## config.mk

```make
export PLATFORM = sky130hd
export DESIGN_NAME = vec_back
export DESIGN_NICKNAME = d
export VERILOG_FILES = /design/src/hw/rtl/vec_pkg.sv /design/src/hw/rtl/vec_back.sv
export SDC_FILE = /design/constraint.sdc
export NUM_CORES = 1
export LEC_CHECK = 0
export ABC_CLOCK_PERIOD_IN_PS = 8500
export BUFFER_PORTS_ARGS = -buffer_cell sky130_fd_sc_hd__buf_4
export CAP_MARGIN = 25
export CORE_UTILIZATION = 30
export CTS_BUF_LIST = sky130_fd_sc_hd__clkbuf_8
export CTS_CLUSTER_DIAMETER = 200
export DETAILED_ROUTE_END_ITERATION = 8
export GPL_TIMING_DRIVEN = 1
export PLACE_DENSITY = 0.49
export SETUP_SLACK_MARGIN = 0.05
export SYNTH_ARGS = -nofsm -noshare
export SYNTH_HDL_FRONTEND = slang
export SYNTH_SLANG_ARGS = --single-unit
```

## constraint.sdc

```tcl
create_clock -name i_clk -period 8.5 [get_ports i_clk]
set_input_delay 1.7 -clock i_clk [delete_from_list [all_inputs] [get_ports i_clk]]
set_output_delay 1.7 -clock i_clk [all_outputs]
set_load 0.01 [all_outputs]
```

## src/hw/rtl/vec_pkg.sv

```systemverilog
// Shared constants, register codes and queue entry type for the vertical edge filter.
package vec_pkg;

    localparam int MAX_WIDTH_DEF  = 2048;
    localparam int MAX_HEIGHT_DEF = 4096;

    localparam int CFG_W_BITS = 12;
    localparam int CFG_H_BITS = 13;
    localparam int CFG_DATA_W = 13;
    localparam int CFG_IDX_W  = 1;

    localparam logic [CFG_W_BITS-1:0] WIDTH_RST  = 12'd256;
    localparam logic [CFG_H_BITS-1:0] HEIGHT_RST = 13'd256;

    typedef enum logic [CFG_IDX_W-1:0] {
        REG_IMAGE_WIDTH  = 1'b0,
        REG_IMAGE_HEIGHT = 1'b1
    } t_reg_idx;

    localparam int PIX_W  = 8;
    localparam int SUM_W  = 10;
    localparam int DIFF_W = 11;
    localparam int MAG_W  = 10;

    // floor(x * 911 / 8192) == floor(x / 9) for 0 <= x <= 765
    localparam logic [MAG_W-1:0] DIV9_MUL = 10'd911;
    localparam int DIV9_SHIFT = 13;
    localparam int PROD_W     = 20;
    localparam int QUO_W      = PROD_W - DIV9_SHIFT;

    localparam int QDEPTH = 4;
    localparam int QPTR_W = 2;
    localparam int QCNT_W = 3;

    typedef struct packed {
        logic signed [DIFF_W-1:0] diff;
        logic                     last;
    } t_qent;

endpackage

```

## src/hw/rtl/vec_back.sv

```systemverilog
// Back end: signed divide by nine by reciprocal multiply, and the output register.
module vec_back (
    input  logic                        i_clk,
    input  logic                        i_rst_n,
    input  logic                        i_q_valid,
    input  vec_pkg::t_qent              i_q_ent,
    output logic                        o_pop,
    output logic                        o_out_valid,
    input  logic                        i_out_ready,
    output logic [vec_pkg::PIX_W-1:0]   o_edge_value,
    output logic                        o_frame_done
);
    import vec_pkg::*;

    logic              o_adv;
    logic              m_adv;
    logic [DIFF_W-1:0] neg_diff;
    logic [MAG_W-1:0]  mag;

    logic              r_m_vld;
    logic [PROD_W-1:0] r_m_prod;
    logic              r_m_neg;
    logic              r_m_last;

    logic [QUO_W-1:0]  quo;
    logic [PIX_W-1:0]  n_edge;

    logic              r_o_vld;
    logic [PIX_W-1:0]  r_o_edge;
    logic              r_o_last;

    assign o_adv = !r_o_vld || i_out_ready;
    assign m_adv = !r_m_vld || o_adv;
    assign o_pop = i_q_valid && m_adv;

    assign neg_diff = DIFF_W'(0) - i_q_ent.diff;
    assign mag      = i_q_ent.diff[DIFF_W-1] ? neg_diff[MAG_W-1:0]
                                             : i_q_ent.diff[MAG_W-1:0];

    assign quo    = r_m_prod[PROD_W-1:DIV9_SHIFT];
    assign n_edge = r_m_neg ? (PIX_W'(0) - PIX_W'(quo)) : PIX_W'(quo);

    always_ff @(posedge i_clk) begin
        if (!i_rst_n) begin
            r_m_vld <= 1'b0;
            r_o_vld <= 1'b0;
        end else begin
            if (m_adv) begin
                r_m_vld <= i_q_valid;
            end
            if (o_adv) begin
                r_o_vld <= r_m_vld;
            end
        end
    end

    always_ff @(posedge i_clk) begin
        if (o_pop) begin
            r_m_prod <= PROD_W'(mag) * PROD_W'(DIV9_MUL);
            r_m_neg  <= i_q_ent.diff[DIFF_W-1];
            r_m_last <= i_q_ent.last;
        end
        if (o_adv && r_m_vld) begin
            r_o_edge <= n_edge;
            r_o_last <= r_m_last;
        end
    end

    assign o_out_valid  = r_o_vld;
    assign o_edge_value = r_o_edge;
    assign o_frame_done = r_o_last;

endmodule

```

==> metrics.yaml <==
cts_tree: "done"
die_w_um: 98.0
status: "finished, violations left"
regToRegSetupSlack_ns: 6.86
die_area_mm2: 0.00960
synth_nets: 365
core_mm2: 0.00881
detail_route.wl_per_cell_um: 13.3
dr.first_iter.drc_count: 44
wirelength_um: 5370
synthFlopType: "edfxtp_1"
path_cells: "buf_4 > inv_1 > ha_1 > or3b_1 > o31ai_4 > xor2_1 > inv_1 > xnor2_1 > ha_1 > a21o_1 > ha_1 > inv_1 > fa_1 > inv_1 > fa_1 > ha_1 > ha_1 > and3_4 > nor2b_4 > a221o_1 > or4b_1 > o311ai_1"
cp_max_fo: 5
synthDistinctLibCells: 46
yosysWarnings: 0
vias: 1946
drv_slew: 0
endpoint_kind: "register"
arrival_ns: 6.83
syn_area_mm2: 0.00276
rsz0062_at_grt: "no"
final-hold-violation-count: 0
overflow: 0
syn_inst: 267
synthTopCellsByCount: "ha_1 (67), inv_1 (34), xnor2_1 (20)"
period_needed_ns: 6.76
async_reset_ff_frac: 0
post-synth-top-area-fraction: 0.303
root_buffer: "clkbuf_8"
h-tree-depth: 1
hold_path_end: "o_frame_done$_DFFE_PP_"
slew_headroom: 0.484
whs_path_depth: 0
worst_path_most_repeated_cell: "ha_1"
min_from: "r_m_last$_DFFE_PP_"
fin_crit_sh: 0.795
die_y_um: 98.0
drc: 2
fin_worst_skew_ns: 0.000931
initial_utilization: 0.314
hold_buffers: 0
num_rows: 34
ys_seq_elements: 20
grt_use_total: 0.115
yosysMostFrequentCell: "ha_1"
ys_seq_area_frac: 0.210
hpwl_um: 4840
max_cap_viol_count: 0
r2r_start: "r_m_prod[15]$_DFFE_PP_"
finalSetupTns_ns: 0
finalSetupViolCount: 0
clk_latency_ns: 0.25
cp_slowest_cell: "fa_1"
nets: 396
numCtsBuffers: 3
io_buffers: 26
worst-r2r-cell-count: 3
grt_pass1_vias: 2013
gp_congestion: 0.806
synth_area_per_cell_um2: 10.4
clkSinkCount: 20
synth_top_area_cell: "ha_1"
fill_cells: 883
yosys-top-cells-area: "ha_1 (30%), edfxtp_1 (20%), fa_1 (11%), xnor2_1 (6.3%), inv_1 (4.6%)"
fmax_mhz: 148
post-cts-setup-buffer-count: 0
insertedDiodeCount: 0
hp-class: "register to register"
grt_max_degree: 12
critical_path_class: "primary input to register"
violations: "DRC"
ant_nets: 0
cts-resized-gates: 0
clk_pin_slew_ns: 0.07
synth_edf_count: 18
synthToLayoutAreaGrowth_pct: 13.7
num_io_pins: 27
r2r-end: "o_edge_value[7]$_SDFFCE_PN0P_"
via_per_inst: 4.80
first_pass_iters: 6
slowest_delay_ns: 0.53
startpoint_type: "primary input"
grt_pass1_wl_um: 8940
clockBufferDepth: 2
layout-drive-gt1-share: 0.131
crit_required_ns: 8.57
antenna_found_initial: 0
worstMarginPinSlew_ns: 0.773
## through the flow
| step | hold WS [ns] | setup slack [ns] | util | instances | cell area (um^2) |
|---|---|---|---|---|---|
| after global placement | 0.403 | 1.50 | 0.352 | 401 | 3100 |
| after detailed placement | 0.411 | 1.47 | 0.352 | 401 | 3100 |
| after floorplan | 0.400 | 1.92 | - | 267 | 2760 |
| final | 0.427 | 1.74 | 0.357 | 405 | 3140 |
| after global routing | 0.448 | 1.46 | 0.357 | 405 | 3140 |
| after CTS | 0.428 | 1.71 | 0.357 | 405 | 3140 |
## worst max path at each step
stage / slack [ns] / from / end / cells past startpoint
after detailed placement: 1.47 / i_q_ent[1] / r_m_prod[16]$_DFFE_PP_ / 21
after floorplan: 1.92 / i_q_ent[1] / r_m_prod[16]$_DFFE_PP_ / 20
after CTS: 1.71 / i_q_ent[1] / r_m_prod[16]$_DFFE_PP_ / 21
final: 1.74 / i_q_ent[1] / r_m_prod[16]$_DFFE_PP_ / 22
after global placement: 1.50 / i_q_ent[1] / r_m_prod[16]$_DFFE_PP_ / 21
after global routing: 1.46 / i_q_ent[1] / r_m_prod[16]$_DFFE_PP_ / 21
## critical path, delay by kind of cell
family | cells | cell delay (ns)
buf+inv | 5 | 0.52
simple gates | 4 | 1.15
xor+xnor | 2 | 0.38
fa+ha+maj | 7 | 2.27
compound gates | 4 | 0.80
## layout by cell type, fill, tap and decap left out, types with 2 or more instances in the layout
| cell type | count |
|---|---|
| clkbuf_8 | 3 |
| o21bai_1 | 3 |
| nand3_1 | 2 |
| edfxtp_1 | 18 |
| o31ai_2 | 2 |
| nand2_1 | 16 |
| xnor2_1 | 20 |
| fa_1 | 15 |
| o21a_1 | 2 |
| a221oi_1 | 2 |
| a21oi_1 | 12 |
| ha_1 | 67 |
| or3_1 | 3 |
| o21ai_0 | 7 |
| o211ai_1 | 3 |
| nand3b_1 | 2 |
| xor2_1 | 9 |
| inv_2 | 2 |
| inv_1 | 35 |
| buf_4 | 27 |
| nor2b_1 | 3 |
| a21o_1 | 7 |
| o31ai_1 | 2 |
| nand2b_1 | 7 |
| nor2_1 | 5 |
| dfxtp_1 | 2 |
## layout make-up
cell class	count	area, um^2	area share
repair buffers	27	203	0.0645
well taps	108	135	0.0430
inverters	36	135	0.0430
multi-input cells	210	2040	0.650
clock buffers	3	41.3	0.0131
clock inverters	1	3.75	0.00119
flip-flops and latches	20	581	0.185
## metal layers
layer  track usage  vias to the layer above  wire, um
li1              -                     1007         -
met1         0.144                      900      2600
met2         0.206                       33      2590
met3       0.00931                        6       124
met4        0.0373                        0        57
met5             0                        -         0
## registers in the layout (all words and copies together) (netlist names)
signal,flops
o_edge_value,8
r_m_prod,7
o_frame_done,1
o_out_valid,1
r_m_last,1
r_m_neg,1
r_m_vld,1
## kinds of logic after synthesis
| kind of cell | count (synthesis) | synth area share |
|---|---|---|
| buffers and inverters | 37 | 0.0507 |
| adders and majority gates | 82 | 0.412 |
| xor gates and xnor gates | 29 | 0.0919 |
| AOI/OAI and AO/OA | 52 | 0.139 |
| and+or+nand+nor | 46 | 0.0924 |
| muxes | 1 | 0.00362 |
| DFF | 20 | 0.210 |
Power is not shown: default switching activity piles up to over one toggle a cycle in this logic, so the estimate is an artifact.
