<file path="config.mk">
export PLATFORM = sky130hd
export DESIGN_NAME = vec_queue
export DESIGN_NICKNAME = d
export VERILOG_FILES = /design/src/hw/rtl/vec_pkg.sv /design/src/hw/rtl/vec_queue.sv
export SDC_FILE = /design/constraint.sdc
export NUM_CORES = 1
export LEC_CHECK = 0
export ABC_CLOCK_PERIOD_IN_PS = 4100
export BUFFER_PORTS_ARGS = -buffer_cell sky130_fd_sc_hd__buf_2
export CAP_MARGIN = 20
export CELL_PAD_IN_SITES_DETAIL_PLACEMENT = 0
export CELL_PAD_IN_SITES_GLOBAL_PLACEMENT = 1
export CORE_MARGIN = 2
export CORE_UTILIZATION = 31
export DETAILED_ROUTE_END_ITERATION = 8
export PLACE_DENSITY = 0.57
export SYNTH_ARGS = -nofsm -noshare
export SYNTH_HDL_FRONTEND = slang
export SYNTH_SLANG_ARGS = --single-unit
</file>
<file path="constraint.sdc">
create_clock -name i_clk -period 4.1 [get_ports i_clk]
set_input_delay 0.205 -clock i_clk [delete_from_list [all_inputs] [get_ports i_clk]]
set_output_delay 0.205 -clock i_clk [all_outputs]
set_load 0.1 [all_outputs]
</file>
<file path="src/hw/rtl/vec_pkg.sv">
// Shared constants, register codes and queue entry type for the vertical edge filter.
package vec_pkg;

    localparam int MAX_WIDTH_DEF  = 2048;
    localparam int MAX_HEIGHT_DEF = 4096;

    localparam int CFG_W_BITS = 12;
    localparam int CFG_H_BITS = 13;
    localparam int CFG_DATA_W = 13;
    localparam int CFG_IDX_W  = 1;

    localparam logic [CFG_W_BITS-1:0] WIDTH_RST  = 12'd256;
    localparam logic [CFG_H_BITS-1:0] HEIGHT_RST = 13'd256;

    typedef enum logic [CFG_IDX_W-1:0] {
        REG_IMAGE_WIDTH  = 1'b0,
        REG_IMAGE_HEIGHT = 1'b1
    } t_reg_idx;

    localparam int PIX_W  = 8;
    localparam int SUM_W  = 10;
    localparam int DIFF_W = 11;
    localparam int MAG_W  = 10;

    // floor(x * 911 / 8192) == floor(x / 9) for 0 <= x <= 765
    localparam logic [MAG_W-1:0] DIV9_MUL = 10'd911;
    localparam int DIV9_SHIFT = 13;
    localparam int PROD_W     = 20;
    localparam int QUO_W      = PROD_W - DIV9_SHIFT;

    localparam int QDEPTH = 4;
    localparam int QPTR_W = 2;
    localparam int QCNT_W = 3;

    typedef struct packed {
        logic signed [DIFF_W-1:0] diff;
        logic                     last;
    } t_qent;

endpackage

</file>
<file path="src/hw/rtl/vec_queue.sv">
// Short FIFO of column differences between the front end and the divider.
module vec_queue (
    input  logic                        i_clk,
    input  logic                        i_rst_n,
    input  logic                        i_push,
    input  vec_pkg::t_qent              i_push_ent,
    input  logic                        i_pop,
    output logic                        o_valid,
    output vec_pkg::t_qent              o_ent,
    output logic [vec_pkg::QCNT_W-1:0]  o_count
);
    import vec_pkg::*;

    t_qent              r_buf [QDEPTH];
    logic [QPTR_W-1:0]  r_wp;
    logic [QPTR_W-1:0]  r_rp;
    logic [QCNT_W-1:0]  r_cnt;
    logic [QCNT_W-1:0]  n_cnt;

    assign o_valid = (r_cnt != '0);
    assign o_ent   = r_buf[r_rp];
    assign o_count = r_cnt;

    always_comb begin
        n_cnt = r_cnt;
        if (i_push && !i_pop) begin
            n_cnt = r_cnt + QCNT_W'(1);
        end else if (!i_push && i_pop) begin
            n_cnt = r_cnt - QCNT_W'(1);
        end
    end

    always_ff @(posedge i_clk) begin
        if (!i_rst_n) begin
            r_wp  <= '0;
            r_rp  <= '0;
            r_cnt <= '0;
        end else begin
            r_cnt <= n_cnt;
            if (i_push) begin
                r_wp <= r_wp + QPTR_W'(1);
            end
            if (i_pop) begin
                r_rp <= r_rp + QPTR_W'(1);
            end
        end
    end

    always_ff @(posedge i_clk) begin
        if (i_push) begin
            r_buf[r_wp] <= i_push_ent;
        end
    end

endmodule

</file>
==> results <==
- The run finished with clean final reports.
- The post-route netlist has 36.91% of its cells at a drive strength greater than 1.
- Summed over all failing endpoints, the final setup total negative slack is 0 ns.
- The largest stage delay on the critical path is 0.83 ns.
- The cell with the biggest individual delay on the critical path is sky130_fd_sc_hd__dfxtp_1.
- For this run, the number of Yosys warnings is 0.
- Max-cap violations in this run came to 0.
- The number of cells after detailed placement is 229.
- The worst clock skew is 0.007760 ns.
- The number of antenna repair diodes is 0.
- The top cell family by delay on the critical path is flip-flops.
- The initial core utilization is 32.01%.
- The total buffers and inverters traversed by the critical path is 1.
- The number of enable-type register cells in the synthesized netlist is 48.
- The highest fanout seen on the critical path is 12.
- The worst setup path is captured at an output port.
- The count of nets after finishing is 166.
- Setup violations remaining at the end of the flow were counted as 0.
- The final setup slack of the worst path is 1.800 ns.
- The classification of the worst setup path is reg -> out.
- The number of global-route vias before repair is 1126.
- The number of antenna violations at the first check in global routing is 0.
- The worst path needs 2.300 ns of the cycle, external delays included.
- The synthesized design contains 57 register bits.
- The post-synthesis net count is 126.
- For this design the static power due to leakage is 0.9556 nW.
- The sequential area share after synthesis is 74.57%.
- The maximum level of the CTS H-tree is 3.
- The root buffer cell is sky130_fd_sc_hd__clkbuf_8.
- The period utilization is 56.11%.
- Summed over all nets, wire length on met3 after detailed routing comes to 237 um.
- A synthesized cell averages 20.91 um^2.
- The number of failing hold endpoints at the final stage is 0.
- The worst pin sits at a relative slew slack of 47.27%.
- The placer's final routability congestion estimate is 0.6754.
- The arrival time of data at the critical path endpoint is 2.10 ns.
- The largest area contributor in the synthesized netlist is sky130_fd_sc_hd__edfxtp_1.
- The detailed-route wire length is 3494 um.
- The placed wire-length estimate after detailed placement is 2307 um.
- The routed metal-1 wire length is 1329 um.
- For the worst setup path, the data required time is 3.89 ns.
- The max-slew violation count is 0.
- The TritonCTS buffer count is 9.
- The primary flip-flop cell chosen by synthesis mapping is sky130_fd_sc_hd__edfxtp_1.
- The overall die area is 7701 um^2.
- The proportion of register bits with asynchronous set or reset after synthesis is 0%.
- The worst hold slack after final layout is 0.09351 ns.
- After the first detailed-routing iteration, the DRC count stood at 49.
- The finished layout cell area is 2668 um^2.
- Setup repair after global routing left no endpoint under its margin.
- In this run the top signal layer used is met4.
- The floorplan has 30 rows.
- The areal power density over the cells is 602.7 nW/um^2.
- The detailed-route wire length per cell is 14.26 um.
- The instance area at placement is 2434 um^2.
- The longest clock path from root to sink contains 2 buffers.
- For the pin with the worst max-slew slack, the measured transition is 0.7898 ns.
- The number of inserted filler cells in the final layout is 637.
- The placeable core region is 6794 um^2.
- 32 I/O pins were placed.
- By count the netlist is led by sky130_fd_sc_hd__edfxtp_1, sky130_fd_sc_hd__mux4_2, sky130_fd_sc_hd__and2_1, sky130_fd_sc_hd__dfxtp_1, sky130_fd_sc_hd__ha_1.
- The cell with the most instances after synthesis is sky130_fd_sc_hd__edfxtp_1.
- After detailed routing, the number of remaining DRC violations is 0.
- Port buffering added 31 buffers.
- The first global-routing pass estimated 5444 um of wire.
- In this run the post-CTS setup repair buffer count came out at 0.
- The number of different library cells in the post-synthesis netlist is 18.
- The element type at the critical path start is a flop.
- The width of the chip is 87.76 um.
- The pre-CTS setup slack is 2.077 ns.
- The clock insertion delay at the later pin of the skew report is 0.33 ns.
- The remaining global-route overflow is 0.
- The maximum number of pins on one net before global-route repair is 13.
- After clock tree synthesis, the clock-pin slew on the worst setup and hold paths is 0.06 ns.
- The synthesized area is 2175 um^2.
- In this run, post-CTS repair resized a total of 0 instances.
- Compared with the post-synthesis result, the final layout area differs by 22.67%.
- The floorplan die height is 87.76 um.
- The overall global routing resource usage is 10.23%.
- The met2 wirelength from detailed routing is 1888 um.
- Walking the worst path, the cells encountered are mux4_1, buf_2.
- TritonCTS built the clock tree.
- The min-delay analysis places its worst path in the category in -> reg.
- VDD sags by at most 0.2696 mV.
- The final instance count without filler cells is 245.
- The post-synthesis cell count is 104.
- After synthesis, the cell types taking the most area are sky130_fd_sc_hd__edfxtp_1, sky130_fd_sc_hd__mux4_2, sky130_fd_sc_hd__dfxtp_1, sky130_fd_sc_hd__ha_1, sky130_fd_sc_hd__and2_1.
- The via density per instance is 4.306.
- Summed over its instances, the top area cell type makes up 66.28% of the synthesized netlist area.
- The routed layout has 1055 vias.
- Counting every sink on the clock net gives 57.
- Static timing analysis puts the maximum clock frequency at 434.7 MHz.
- The first detailed-routing pass took 3 iterations.
- The number of nets still failing antenna checks after routing is 0.
- The hold buffer count at cts is 0.
-- worst register-to-register path, stage by stage (launching register included) --
cell and delay (ns):
sky130_fd_sc_hd__dfxtp_1 0.35, sky130_fd_sc_hd__inv_1 0.09, sky130_fd_sc_hd__ha_1 0.14, sky130_fd_sc_hd__and2_1 0.58
-- stage by stage --
step,util (%),power [mW]
floorplan,-,0.9638
global placement,35.82,1.013
detailed placement,35.82,1.018
CTS,39.26,1.628
global route,39.26,1.672
finish,39.26,1.608
-- layer usage --
layer,up-vias,track usage [%]
met5,-,0
met4,0,3.776
met3,5,5.844
met2,35,17.84
met1,528,10.10
li1,487,-
-- final timing paths --
| path | startpoint | end | slack [ns] | cells after the start |
|---|---|---|---|---|
| worst min register to register | o_count[2] | o_count[2] | 0.54 | 2 |
| worst min-delay path | i_push_ent[6] | r_buf[0][6] | 0.09 | 1 |
| worst max-delay path | flop | o_ent[4] | 1.80 | 2 |
| worst max register to register | r_wp[0] | r_buf[0][7] | 2.56 | 3 |
-- power breakdown --
group          leakage, nW  internal, mW  switching (mW)  total (mW)
clock                0.114         0.400           0.205       0.605
combinational        0.326        0.0683           0.247       0.316
sequential           0.515         0.663          0.0238       0.687
total                0.956          1.13           0.476        1.61
-- cell type report --
type	count	area (um^2)	share of cell area (%)
tap	96	120.1	4.503
clock buffer	10	127.6	4.784
inverter	4	15.01	0.5629
timing repair buffer	31	155.1	5.816
multi-input combinational	41	521.8	19.56
sequential	57	1622	60.79
clock inverter	6	106.4	3.987
-- sequential cells by signal (all words and copies together) (netlist names), named ones only --
| signal | count |
|---|---|
| r_buf | 48 |
| o_count | 3 |
| r_rp | 2 |
| r_wp | 2 |
-- logic make-up (layout without fill, tap and decap cells) --
| logic type | Yosys count | in the layout | share of synthesized area, % |
|---|---|---|---|
| simple gates | 14 | 14 | 3.912 |
| compound gates | 2 | 2 | 0.5753 |
| flops | 57 | 57 | 74.57 |
| fa+ha+maj | 6 | 6 | 3.798 |
| mux | 14 | 14 | 13.69 |
| xor+xnor | 5 | 5 | 2.014 |
| buf+inv | 6 | 51 | 1.438 |
-- layout by cell type, fill, tap and decap left out, drive strengths merged, types with 2 or more instances in the layout --
cell type  count
or3            2
clkinv         2
dfxtp          9
mux2i          2
mux4          12
xnor2          2
edfxtp        48
ha             5
bufinv         3
buf           31
and2           9
inv            4
xor2           3
nor2b          2
clkbuf        10
No activity file was read; power rests on OpenSTA's default activity.
